File: src/rtl/core/zpfc_pkg.sv
// Shared constants, lookup tables and control types for the zoom position / fov converter.
package zpfc_pkg;

    localparam int TABLE_ENTRIES_DEF = 31;
    localparam int TAB_CAP           = 31;
    localparam int CORDIC_STEPS      = 17;
    localparam int DIV_NUM_W         = 26;
    localparam int DIV_DEN_W         = 16;

    localparam logic [15:0] FOV_MAX_RESET = 16'd17971;
    localparam logic [15:0] FOV_LOW       = 16'd256;
    localparam logic [15:0] FOV_HIGH      = 16'd45824;
    localparam logic [15:0] RATIO_ONE     = 16'd256;
    localparam logic [15:0] RATIO_TOP     = 16'd61440;
    localparam logic [15:0] OPT_TOP       = 16'd5120;
    localparam logic [15:0] DIG_STEP      = 16'd5120;

    typedef struct packed {
        logic       load;       // capture request
        logic       decode;     // forward decode / reverse scan init
        logic       scan;       // test one reverse segment
        logic       mul;        // form dividend
        logic       div_start;  // launch divider
        logic       div_use;    // consume quotient
        logic       rot_init;   // load CORDIC rotation start vector
        logic       step;       // one CORDIC iteration
        logic       vec;        // iteration is vectoring mode
        logic       scale;      // apply ratio between the two passes
        logic       fov_fin;    // round and clamp angle into fov
        logic [4:0] k;          // CORDIC iteration index
    } zpfc_cmd_t;

    typedef struct packed {
        logic is_rev;
        logic fwd_ok;
        logic fwd_top;
        logic hit;
        logic last_seg;
        logic div_done;
    } zpfc_sts_t;

    function automatic logic [15:0] lens_tab(input logic [4:0] idx);
        logic [15:0] v;
        unique case (idx)
            5'd0:  v = 16'h0000;  5'd1:  v = 16'h0DC1;  5'd2:  v = 16'h186C;
            5'd3:  v = 16'h2015;  5'd4:  v = 16'h2594;  5'd5:  v = 16'h29B7;
            5'd6:  v = 16'h2CFB;  5'd7:  v = 16'h2FB0;  5'd8:  v = 16'h320C;
            5'd9:  v = 16'h342D;  5'd10: v = 16'h3608;  5'd11: v = 16'h37AA;
            5'd12: v = 16'h391C;  5'd13: v = 16'h3A66;  5'd14: v = 16'h3B90;
            5'd15: v = 16'h3C9C;  5'd16: v = 16'h3D91;  5'd17: v = 16'h3E72;
            5'd18: v = 16'h3F40;  5'd19: v = 16'h4000;  5'd20: v = 16'h6000;
            5'd21: v = 16'h6AAB;  5'd22: v = 16'h7000;  5'd23: v = 16'h7334;
            5'd24: v = 16'h7556;  5'd25: v = 16'h76DC;  5'd26: v = 16'h7800;
            5'd27: v = 16'h78E4;  5'd28: v = 16'h799A;  5'd29: v = 16'h7A2F;
            5'd30: v = 16'h7AC0;
            default: v = 16'h0000;
        endcase
        return v;
    endfunction

    // atan(2^-k) in degrees, Q16.16
    function automatic logic [22:0] atan_tab(input logic [4:0] k);
        logic [22:0] v;
        unique case (k)
            5'd0:  v = 23'd2949120; 5'd1:  v = 23'd1740967; 5'd2:  v = 23'd919879;
            5'd3:  v = 23'd466945;  5'd4:  v = 23'd234378;  5'd5:  v = 23'd117304;
            5'd6:  v = 23'd58666;   5'd7:  v = 23'd29335;   5'd8:  v = 23'd14668;
            5'd9:  v = 23'd7334;    5'd10: v = 23'd3667;    5'd11: v = 23'd1833;
            5'd12: v = 23'd917;     5'd13: v = 23'd458;     5'd14: v = 23'd229;
            5'd15: v = 23'd115;     5'd16: v = 23'd57;
            default: v = 23'd0;
        endcase
        return v;
    endfunction

    // zoom multiple at table entry
    function automatic logic [7:0] step_ratio(input logic [4:0] i);
        logic [7:0] v;
        if (i < 5'd20) begin
            v = 8'({3'b0, i} + 8'd1);
        end else begin
            v = 8'(({3'b0, i} - 8'd18) * 8'd20);
        end
        return v;
    endfunction

endpackage

File: src/rtl/core/zpfc_div.sv
// Restoring radix-2 divider, one quotient bit per cycle.
module zpfc_div (
    input  logic                            aclk,
    input  logic                            aresetn,
    input  logic                            start,
    input  logic [zpfc_pkg::DIV_NUM_W-1:0]  numer,
    input  logic [zpfc_pkg::DIV_DEN_W-1:0]  denom,
    output logic [zpfc_pkg::DIV_NUM_W-1:0]  quot,
    output logic                            done
);
    import zpfc_pkg::*;

    localparam int CntW = $clog2(DIV_NUM_W + 1);

    logic [DIV_NUM_W-1:0] quo_reg, quo_next;
    logic [DIV_DEN_W-1:0] rem_reg, rem_next;
    logic [DIV_DEN_W-1:0] den_reg, den_next;
    logic [CntW-1:0]      cnt_reg, cnt_next;
    logic                 done_reg, done_next;
    logic [DIV_DEN_W:0]   shifted;
    logic [DIV_DEN_W:0]   trial;

    assign shifted = {rem_reg, quo_reg[DIV_NUM_W-1]};
    assign trial   = shifted - {1'b0, den_reg};

    always_comb begin
        quo_next  = quo_reg;
        rem_next  = rem_reg;
        den_next  = den_reg;
        cnt_next  = cnt_reg;
        done_next = 1'b0;
        if (start) begin
            quo_next = numer;
            rem_next = '0;
            den_next = denom;
            cnt_next = CntW'(DIV_NUM_W);
        end else if (cnt_reg != '0) begin
            if (!trial[DIV_DEN_W]) begin
                rem_next = trial[DIV_DEN_W-1:0];
                quo_next = {quo_reg[DIV_NUM_W-2:0], 1'b1};
            end else begin
                rem_next = shifted[DIV_DEN_W-1:0];
                quo_next = {quo_reg[DIV_NUM_W-2:0], 1'b0};
            end
            cnt_next  = cnt_reg - 1'b1;
            done_next = (cnt_reg == CntW'(1));
        end
    end

    always_ff @(posedge aclk) begin
        quo_reg <= quo_next;
        rem_reg <= rem_next;
        den_reg <= den_next;
        if (!aresetn) begin
            cnt_reg  <= '0;
            done_reg <= 1'b0;
        end else begin
            cnt_reg  <= cnt_next;
            done_reg <= done_next;
        end
    end

    assign quot = quo_reg;
    assign done = done_reg;
endmodule

File: src/rtl/core/zpfc_datapath.sv
// Datapath: request capture, table interpolation, shared divider and CORDIC fov unit.
module zpfc_datapath #(
    parameter int TABLE_ENTRIES = zpfc_pkg::TABLE_ENTRIES_DEF
) (
    input  logic                aclk,
    input  logic                aresetn,
    input  zpfc_pkg::zpfc_cmd_t cmd,
    output zpfc_pkg::zpfc_sts_t sts,
    input  logic                req_type,
    input  logic [15:0]         zoom_ratio_in,
    input  logic [15:0]         lens_position_in,
    input  logic                cfg_wr_en,
    input  logic [15:0]         cfg_wr_data,
    output logic                valid_res,
    output logic [14:0]         lens_position_out,
    output logic [15:0]         zoom_ratio_out,
    output logic [15:0]         fov_out
);
    import zpfc_pkg::*;

    localparam int UsedLen = (TABLE_ENTRIES > TAB_CAP) ? TAB_CAP :
                             ((TABLE_ENTRIES < 2) ? 2 : TABLE_ENTRIES);
    localparam logic [4:0] LastEntry = 5'(UsedLen - 1);
    localparam logic [4:0] LastSeg   = 5'(UsedLen - 2);
    localparam logic [15:0] LastPos  = lens_tab(LastEntry);

    logic               rtype_reg;
    logic [15:0]        rin_reg, pin_reg;
    logic [15:0]        fov_max_reg, ratio_reg, fov_reg;
    logic               res_valid_reg;
    logic [14:0]        pos_reg;
    logic [4:0]         seg_reg;
    logic [13:0]        num_reg;
    logic [15:0]        den_reg;
    logic [25:0]        prod_reg;
    logic signed [47:0] x_reg, y_reg;
    logic signed [24:0] z_reg;

    // forward decode
    logic [3:0]  q;
    logic [4:0]  f_seg;
    logic [13:0] f_num;
    logic [15:0] f_den;
    logic        f_ok, f_top;

    always_comb begin
        q = '0;
        for (int j = 1; j <= 12; j++) begin
            if (rin_reg >= 16'(j * 5120)) q = q + 1'b1;
        end
        f_ok = (rin_reg >= RATIO_ONE) && (rin_reg <= RATIO_TOP);
        if (rin_reg <= OPT_TOP) begin
            f_seg = rin_reg[12:8] - 5'd1;
            f_num = {6'b0, rin_reg[7:0]};
            f_den = 16'd256;
        end else begin
            f_seg = {1'b0, q} + 5'd18;
            f_num = 14'(rin_reg - 16'({12'b0, q} * DIG_STEP));
            f_den = DIG_STEP;
        end
        f_top = ({1'b0, f_seg} + 6'd1) >= 6'(UsedLen);
    end

    // segment under test / in use
    logic [15:0] t_lo, t_hi, span;
    logic [4:0]  dm;
    logic        hit;
    logic [17:0] rev_num;

    assign t_lo    = lens_tab(seg_reg);
    assign t_hi    = lens_tab(seg_reg + 5'd1);
    assign span    = t_hi - t_lo;
    assign dm      = (seg_reg < 5'd19) ? 5'd1 : 5'd20;
    assign hit     = (pin_reg >= t_lo) && (pin_reg <= t_hi);
    assign rev_num = 18'(num_reg) * 18'(dm);

    // divider
    logic [DIV_NUM_W-1:0] quot;
    logic                 div_done;

    zpfc_div u_div (
        .aclk    (aclk),
        .aresetn (aresetn),
        .start   (cmd.div_start),
        .numer   (prod_reg),
        .denom   (den_reg),
        .quot    (quot),
        .done    (div_done)
    );

    // CORDIC
    logic [15:0]        fmc;
    logic signed [47:0] xs, ys;
    logic signed [24:0] ang;
    logic               sigma;
    logic signed [29:0] x30;
    logic signed [16:0] r17;
    logic signed [46:0] xprod;
    logic signed [24:0] zc, zr;

    assign fmc   = (fov_max_reg < FOV_LOW) ? FOV_LOW :
                   ((fov_max_reg > FOV_HIGH) ? FOV_HIGH : fov_max_reg);
    assign xs    = x_reg >>> cmd.k;
    assign ys    = y_reg >>> cmd.k;
    assign ang   = signed'({2'b0, atan_tab(cmd.k)});
    assign sigma = cmd.vec ? !(y_reg > 48'sd0) : !z_reg[24];
    assign x30   = x_reg[29:0];
    assign r17   = signed'({1'b0, ratio_reg});
    assign xprod = x30 * r17;
    assign zc    = z_reg[24] ? 25'sd0 : z_reg;
    assign zr    = (zc + 25'sd64) >>> 7;

    always_ff @(posedge aclk) begin
        if (cmd.load) begin
            rtype_reg <= req_type;
            rin_reg   <= zoom_ratio_in;
            pin_reg   <= lens_position_in;
        end
        if (cmd.decode) begin
            res_valid_reg <= !rtype_reg && f_ok;
            pos_reg       <= (!rtype_reg && f_ok && f_top) ? LastPos[14:0] : '0;
            seg_reg       <= rtype_reg ? 5'd0 : f_seg;
            num_reg       <= f_num;
            den_reg       <= f_den;
        end
        if (cmd.scan) begin
            if (hit) begin
                num_reg <= 14'(pin_reg - t_lo);
                den_reg <= span;
            end else begin
                seg_reg <= seg_reg + 5'd1;
            end
        end
        if (cmd.mul) begin
            if (rtype_reg) prod_reg <= {rev_num, 8'b0};
            else           prod_reg <= 26'(num_reg * span[13:0]);
        end
        if (cmd.div_use && !rtype_reg) begin
            pos_reg <= 15'(t_lo + quot[15:0]);
        end
        if (cmd.rot_init) begin
            x_reg <= 48'sd1 <<< 28;
            y_reg <= '0;
            z_reg <= signed'({2'b0, fmc, 7'b0});
        end
        if (cmd.step) begin
            if (sigma) begin
                x_reg <= x_reg - ys;
                y_reg <= y_reg + xs;
                z_reg <= z_reg - ang;
            end else begin
                x_reg <= x_reg + ys;
                y_reg <= y_reg - xs;
                z_reg <= z_reg + ang;
            end
        end
        if (cmd.scale) begin
            x_reg <= 48'(xprod);
            y_reg <= y_reg <<< 8;
            z_reg <= '0;
        end
    end

    // held state and configuration
    always_ff @(posedge aclk) begin
        if (!aresetn) begin
            fov_max_reg <= FOV_MAX_RESET;
            ratio_reg   <= RATIO_ONE;
            fov_reg     <= FOV_MAX_RESET;
        end else begin
            if (cfg_wr_en) fov_max_reg <= cfg_wr_data;
            if (cmd.div_use && rtype_reg) begin
                ratio_reg     <= {step_ratio(seg_reg), 8'b0} + quot[15:0];
            end
            if (cmd.fov_fin) begin
                fov_reg <= (zr > 25'sd45824) ? FOV_HIGH : zr[15:0];
            end
        end
    end

    // reverse hit marks the result valid once the new ratio lands
    logic rev_valid_reg;
    always_ff @(posedge aclk) begin
        if (cmd.decode) rev_valid_reg <= 1'b0;
        if (cmd.div_use && rtype_reg) rev_valid_reg <= 1'b1;
    end

    assign sts.is_rev   = rtype_reg;
    assign sts.fwd_ok   = f_ok;
    assign sts.fwd_top  = f_top;
    assign sts.hit      = hit;
    assign sts.last_seg = (seg_reg == LastSeg);
    assign sts.div_done = div_done;

    assign valid_res         = rtype_reg ? rev_valid_reg : res_valid_reg;
    assign lens_position_out = pos_reg;
    assign zoom_ratio_out    = ratio_reg;
    assign fov_out           = fov_reg;
endmodule

File: src/rtl/core/zpfc_ctrl.sv
// Controller state machine sequencing decode, scan, divide and CORDIC passes.
module zpfc_ctrl (
    input  logic                aclk,
    input  logic                aresetn,
    input  logic                in_valid,
    output logic                in_ready,
    input  logic                out_free,
    output logic                out_load,
    output zpfc_pkg::zpfc_cmd_t cmd,
    input  zpfc_pkg::zpfc_sts_t sts
);
    import zpfc_pkg::*;

    localparam logic [3:0] ST_IDLE    = 4'd0;
    localparam logic [3:0] ST_DECODE  = 4'd1;
    localparam logic [3:0] ST_SCAN    = 4'd2;
    localparam logic [3:0] ST_MUL     = 4'd3;
    localparam logic [3:0] ST_DIVGO   = 4'd4;
    localparam logic [3:0] ST_DIVWAIT = 4'd5;
    localparam logic [3:0] ST_ROTINIT = 4'd6;
    localparam logic [3:0] ST_ROT     = 4'd7;
    localparam logic [3:0] ST_SCALE   = 4'd8;
    localparam logic [3:0] ST_VEC     = 4'd9;
    localparam logic [3:0] ST_FOVFIN  = 4'd10;
    localparam logic [3:0] ST_DONE    = 4'd11;

    localparam logic [4:0] LastStep = 5'(CORDIC_STEPS - 1);

    logic [3:0] state_reg, state_next;
    logic [4:0] cnt_reg, cnt_next;

    always_comb begin
        state_next = state_reg;
        cnt_next   = cnt_reg;
        cmd        = '0;
        cmd.k      = cnt_reg;
        out_load   = 1'b0;
        in_ready   = (state_reg == ST_IDLE);
        unique case (state_reg)
            ST_IDLE: begin
                if (in_valid) begin
                    cmd.load   = 1'b1;
                    state_next = ST_DECODE;
                end
            end
            ST_DECODE: begin
                cmd.decode = 1'b1;
                if (sts.is_rev)                       state_next = ST_SCAN;
                else if (sts.fwd_ok && !sts.fwd_top)  state_next = ST_MUL;
                else                                  state_next = ST_DONE;
            end
            ST_SCAN: begin
                cmd.scan = 1'b1;
                if (sts.hit)           state_next = ST_MUL;
                else if (sts.last_seg) state_next = ST_DONE;
            end
            ST_MUL: begin
                cmd.mul    = 1'b1;
                state_next = ST_DIVGO;
            end
            ST_DIVGO: begin
                cmd.div_start = 1'b1;
                state_next    = ST_DIVWAIT;
            end
            ST_DIVWAIT: begin
                if (sts.div_done) begin
                    cmd.div_use = 1'b1;
                    state_next  = sts.is_rev ? ST_ROTINIT : ST_DONE;
                end
            end
            ST_ROTINIT: begin
                cmd.rot_init = 1'b1;
                cnt_next     = '0;
                state_next   = ST_ROT;
            end
            ST_ROT: begin
                cmd.step = 1'b1;
                if (cnt_reg == LastStep) begin
                    cnt_next   = '0;
                    state_next = ST_SCALE;
                end else begin
                    cnt_next = cnt_reg + 5'd1;
                end
            end
            ST_SCALE: begin
                cmd.scale  = 1'b1;
                state_next = ST_VEC;
            end
            ST_VEC: begin
                cmd.step = 1'b1;
                cmd.vec  = 1'b1;
                if (cnt_reg == LastStep) begin
                    cnt_next   = '0;
                    state_next = ST_FOVFIN;
                end else begin
                    cnt_next = cnt_reg + 5'd1;
                end
            end
            ST_FOVFIN: begin
                cmd.fov_fin = 1'b1;
                state_next  = ST_DONE;
            end
            ST_DONE: begin
                if (out_free) begin
                    out_load   = 1'b1;
                    state_next = ST_IDLE;
                end
            end
            default: state_next = ST_IDLE;
        endcase
    end

    always_ff @(posedge aclk) begin
        if (!aresetn) begin
            state_reg <= ST_IDLE;
            cnt_reg   <= '0;
        end else begin
            state_reg <= state_next;
            cnt_reg   <= cnt_next;
        end
    end
endmodule

File: src/rtl/core/zoom_position_fov_converter.sv
// Top level: zoom ratio <-> lens position converter with fov tracking.
//
// Input channel (s_*): one transaction per request. s_tuser selects the
// direction: 0 = ratio to lens position, 1 = reported lens position to
// ratio and fov. Output channel (m_*): exactly one result transaction per
// request, in request order.
// Config: cfg_wr_en / cfg_wr_data write fov_max (Q8.8 degrees); write only
// while no request is in flight.
// Steps per request, input accept to result valid:
//   forward, out of range or top entry: decode only
//   forward, interpolated: decode, multiply, shared divider
//   reverse, no segment hit: decode, scan of segments (up to TABLE_ENTRIES-1)
//   reverse, hit: decode, segment scan, multiply, divider, 2 x 17 CORDIC steps
// Throughput is one request at a time; the next request is taken once the
// result is parked in the output register, so a stalled receiver holds at
// most one result plus one request in flight.
// Reset (aresetn low, synchronous): fov_max = 70.2 deg, held ratio = 1.0,
// held fov = 70.2 deg, both channels empty.
module zoom_position_fov_converter #(
    parameter int TABLE_ENTRIES = zpfc_pkg::TABLE_ENTRIES_DEF
) (
    input  logic        aclk,
    input  logic        aresetn,
    input  logic        s_tvalid,
    output logic        s_tready,
    input  logic [31:0] s_tdata,   // [15:0] zoom_ratio_in, [31:16] lens_position_in
    input  logic [0:0]  s_tuser,   // [0] req_type
    output logic        m_tvalid,
    input  logic        m_tready,
    output logic [47:0] m_tdata,   // [14:0] lens_position_out, [30:15] zoom_ratio_out,
                                   // [46:31] fov_out, [47] zero
    output logic [0:0]  m_tuser,   // [0] valid_res
    input  logic        cfg_wr_en,
    input  logic [15:0] cfg_wr_data
);
    import zpfc_pkg::*;

    zpfc_cmd_t   cmd;
    zpfc_sts_t   sts;
    logic        out_free, out_load;
    logic        valid_res;
    logic [14:0] lens_position_out;
    logic [15:0] zoom_ratio_out, fov_out;

    // output register: frees the datapath while the receiver stalls
    logic        m_tvalid_reg, m_tvalid_next;
    logic [47:0] m_tdata_reg;
    logic [0:0]  m_tuser_reg;

    assign out_free = !m_tvalid_reg || m_tready;

    zpfc_ctrl u_ctrl (
        .aclk     (aclk),
        .aresetn  (aresetn),
        .in_valid (s_tvalid),
        .in_ready (s_tready),
        .out_free (out_free),
        .out_load (out_load),
        .cmd      (cmd),
        .sts      (sts)
    );

    zpfc_datapath #(
        .TABLE_ENTRIES (TABLE_ENTRIES)
    ) u_dp (
        .aclk              (aclk),
        .aresetn           (aresetn),
        .cmd               (cmd),
        .sts               (sts),
        .req_type          (s_tuser[0]),
        .zoom_ratio_in     (s_tdata[15:0]),
        .lens_position_in  (s_tdata[31:16]),
        .cfg_wr_en         (cfg_wr_en),
        .cfg_wr_data       (cfg_wr_data),
        .valid_res         (valid_res),
        .lens_position_out (lens_position_out),
        .zoom_ratio_out    (zoom_ratio_out),
        .fov_out           (fov_out)
    );

    always_comb begin
        m_tvalid_next = m_tvalid_reg;
        if (out_load)      m_tvalid_next = 1'b1;
        else if (m_tready) m_tvalid_next = 1'b0;
    end

    always_ff @(posedge aclk) begin
        if (!aresetn) begin
            m_tvalid_reg <= 1'b0;
        end else begin
            m_tvalid_reg <= m_tvalid_next;
        end
        if (out_load) begin
            m_tdata_reg <= {1'b0, fov_out, zoom_ratio_out, lens_position_out};
            m_tuser_reg <= valid_res;
        end
    end

    assign m_tvalid = m_tvalid_reg;
    assign m_tdata  = m_tdata_reg;
    assign m_tuser  = m_tuser_reg;
endmodule
File: config.mk
export PLATFORM = sky130hd
export DESIGN_NAME = zoom_position_fov_converter
export DESIGN_NICKNAME = d
export VERILOG_FILES = /design/src/rtl/core/zpfc_pkg.sv /design/src/rtl/core/zpfc_div.sv /design/src/rtl/core/zpfc_datapath.sv /design/src/rtl/core/zpfc_ctrl.sv /design/src/rtl/core/zoom_position_fov_converter.sv
export SDC_FILE = /design/constraint.sdc
export NUM_CORES = 2
export LEC_CHECK = 0
export BUFFER_PORTS_ARGS = -buffer_cell sky130_fd_sc_hd__buf_2
export CORE_ASPECT_RATIO = 0.6
export CORE_MARGIN = 2
export CORE_UTILIZATION = 53
export CTS_BUF_LIST = sky130_fd_sc_hd__clkbuf_2
export DETAILED_ROUTE_END_ITERATION = 7
export HOLD_SLACK_MARGIN = 0.08
export PLACE_DENSITY_LB_ADDON = 0.1
export SLEW_MARGIN = 20
export SYNTH_ARGS = -nofsm -noshare
export SYNTH_HDL_FRONTEND = slang
export SYNTH_SLANG_ARGS = --single-unit
File: constraint.sdc
create_clock -name aclk -period 14 [get_ports aclk]
set_input_delay 1.4 -clock aclk [delete_from_list [all_inputs] [get_ports aclk]]
set_output_delay 1.4 -clock aclk [all_outputs]
set_load 0.02 [all_outputs]
==> summary.md <==
| Metric | Value |
|---|---|
| Outcome | `finished clean` |
| Htree depth | `3` |
| Core Area | `114400 um^2` |
| Min Tclk post-route | `around 12 ns` |
| XOR/XNOR Fraction of Synth Area | `~5.9%` |
| First-pass GRT wire length | `about 290 mm` |
| Share of cells above drive strength 1 | `under 10%` |
| Detailed placement HPWL | `~140 mm` |
| Area leader, netlist | `fa_1` |
| Min-delay src | `cfg_wr_data[8]` |
| Fin util | `56.39%` |
| Crit. End Element | `flop` |
| Avg Inst Size Synth | `a little under 9 um^2` |
| Detailed-router iteration count before antenna repair | `6` |
| Max FO, Critical Path | `18` |
| Synth Area in Simple Gates | `16.12%` |
| Largest family of logic cells by synthesized area | `adder cells` |
| Final Max Tran Viols | `0` |
| Overflow after GRT | `0` |
| Clk sink count | `439` |
| Cell with the most instances after synthesis | `nand2_1` |
| Setup slack, reg-to-reg | `2.45 ns` |
| Post-route ant nets | `0` |
| Die width | `between 400 and 500 um` |
| Drt wl/cell | `21.32 um` |
| Clk slew on worst S/H paths | `between 0.1 and 0.15 ns` |
| Initial antenna violation count | `6` |
| Worst flop-to-flop path endpoint | `u_dp.prod_reg[24]` |
| Most frequent cells after synthesis | `920 x nand2_1, 866 x inv_1, 620 x fa_1` |
| Crit path max-delay cell type | `dfxtp_1` |
| Synth area leaders | `fa_1 20%, edfxtp_1 12%, ha_1 10%` |
| Max Buffers Root-to-Sink | `3` |
| 1st-iter DRT viols | `5407` |
| CTS tree | `built` |
| Critical path arrival | `~13 ns` |
| Hold EP | `u_dp.fov_max_reg[8]` |
| Required time of the critical path | `15.16 ns` |
| Area share of the largest cell type after synthesis | `slightly above 20%` |
| Worst skew pair latency | `1.49 ns` |
| Worst path max stage delay | `between 0.7 and 0.8 ns` |
| Synthesized netlist cell count | `a little under 7000` |
| Slew HR | `around a quarter` |
| Initial Util | `a little over half` |
| Number of synthesis warnings | `0` |
| Root Buffer | `clkbuf_2` |
| Synth Cell Area | `roughly 60000 um^2` |
| Final WL | `approximately 180 mm` |
| Top_reg_cell synth | `edfxtp_1` |
| Post-synthesis adder-cell area fraction | `between 30 and 40%` |
| Overall routing resource usage | `31.12%` |
| Vias per Instance | `approximately 5.9` |
| Chip Height | `about 270 um` |
| P&R area growth vs syn | `5.477%` |
| Fin. Hold Viols | `0` |
| Port buffer count | `~100` |
| CP Launch Type | `flop` |
| Most frequent cell on the critical path | `fa_1` |
| Nets | `between 8000 and 9000` |
| Setup TNS | `0 ns` |
| Register area share after synthesis | `a little under a fifth` |
| Die area | `118200 um^2` |
| Vias | `about 50000` |
| Post-synth EDFFs | `approximately 250` |
| FFs w/ async S/R, synth | `0%` |
| # rows | `between 90 and 100` |
| Worst hold path depth | `3` |
| Max_cap viols | `0` |
| Ports | `approximately 110` |
| Tightest Hold Check Type | `in -> reg` |
| Final Setup Violations | `0` |
| Largest net degree at the start of global routing | `74` |
| RSZ-0062 raised after global routing | `no` |
| Crit share post-route | `82.47%` |
| DRC | `0` |
| Synthesis-stage register bit count | `~440` |
| Via count of the first global-routing pass | `around 48000` |
| Worst-Margin Slew | `between 1 and 1.5 ns` |
| Netlist cell types | `116` |
| CTS Buf Count | `110` |
| Crit path kind | `reg -> reg` |
| Placer congestion estimate | `0.9437` |
| Mux contribution to synthesized area | `7.775%` |
| Layout fillers | `approximately 10000` |
| Worst Reg-to-Reg Cells | `39` |
| Compound-Gate Fraction of Synth Area | `13.43%` |
| Reg-to-reg startpoint | `u_dp.seg_reg[1]` |
| Clock skew | `between 0.2 and 0.25 ns` |
| Max Fclk | `between 0.08 and 0.09 GHz` |
==> placed cells by master (no fill, tap or decap), drive strengths merged, types with 38 or more instances in the layout <==
cell type,synthesis,final
nand2,923,923
inv,869,873
fa,620,620
ha,498,498
o21ai,386,386
a21oi,350,350
nor2,324,324
and2,292,292
edfxtp,253,253
xnor2,238,238
buf,78,203
dfxtp,186,186
clkbuf,271,167
xor2,161,161
mux4,142,142
a21o,124,124
nor3,117,117
mux2i,110,110
nand3,93,93
nor2b,74,74
nand2b,63,63
a31oi,59,59
o21a,51,51
dlygate4sd3,0,48
mux2,40,40
o22ai,40,40
o211ai,38,38
==> per-layer routing <==
metal / track usage (%) / vias up / wire, um
met5: 0 / - / 39
li1: - / 23261 / -
met1: 51.90 / 24715 / 92500
met4: 4.915 / 6 / 2200
met3: 8.770 / 173 / 21210
met2: 38.88 / 2215 / 65420
==> worst max-delay path: cells and delay by family (launching register included) <==
| kind | cells | cell delay, ns |
|---|---|---|
| and+or+nand+nor | 5 | 0.43 |
| DFF | 1 | 0.76 |
| adders and majority gates | 10 | 4.41 |
| xor gates and xnor gates | 3 | 0.87 |
| muxes | 1 | 0.09 |
| buffers and inverters | 6 | 0.81 |
| AOI/OAI and AO/OA | 14 | 3.88 |
==> cell type report <==
type,instances,area [um^2],area share [%]
multi-input combinational,5211,45140,70.00
sequential,439,11330,17.58
inverter,875,3294,5.109
tap,1519,1901,2.947
timing repair buffer,251,1747,2.709
clock buffer,167,835.8,1.296
clock inverter,38,221.5,0.3434
antenna,6,15.01,0.02328
==> through the flow <==
stage	std cells	hold slack, ns	cell area [um^2]	setup slack [ns]
final	8506	0.2813	64480	2.454
after global routing	8505	0.1216	64480	1.812
after floorplan	6874	0.4003	61150	3.870
after detailed placement	8247	0.4099	62930	2.698
after global placement	8247	0.4051	62930	2.747
after CTS	8500	0.08383	64470	2.595
==> kinds of logic (layout without fill, tap and decap cells) <==
logic type / after synthesis / count (layout)
multiplexers: 292 / 292
flip-flops: 439 / 439
AND/OR/NAND/NOR: 2079 / 2079
buffers and inverters: 1224 / 1331
other: 1 / 10
AO/OA/AOI/OAI: 1316 / 1316
XOR/XNOR: 401 / 401
adder cells (fa/ha/maj): 1119 / 1119
==> worst max path at each step <==
| stage | start | endpoint | slack, ns | cells past startpoint |
|---|---|---|---|---|
| floorplan | u_dp.seg_reg[0] | u_dp.prod_reg[24] | 3.87 | 38 |
| global placement | u_dp.seg_reg[1] | u_dp.prod_reg[24] | 2.75 | 39 |
| detailed placement | u_dp.seg_reg[1] | u_dp.prod_reg[24] | 2.70 | 39 |
| CTS | u_dp.seg_reg[1] | u_dp.prod_reg[24] | 2.59 | 39 |
| global route | u_dp.seg_reg[1] | u_dp.prod_reg[24] | 1.81 | 39 |
| finish | u_dp.seg_reg[1] | u_dp.prod_reg[24] | 2.45 | 39 |
==> what timing repair did <==
item,CTS,global route
endpoints found under the hold margin,48,0
buffers inserted,0,0
gates resized for setup,0,0
hold buffers,48,0
Power is left out: the tool's default activity adds up to more than one toggle a clock period on the data nets, which glitch-free logic cannot reach.
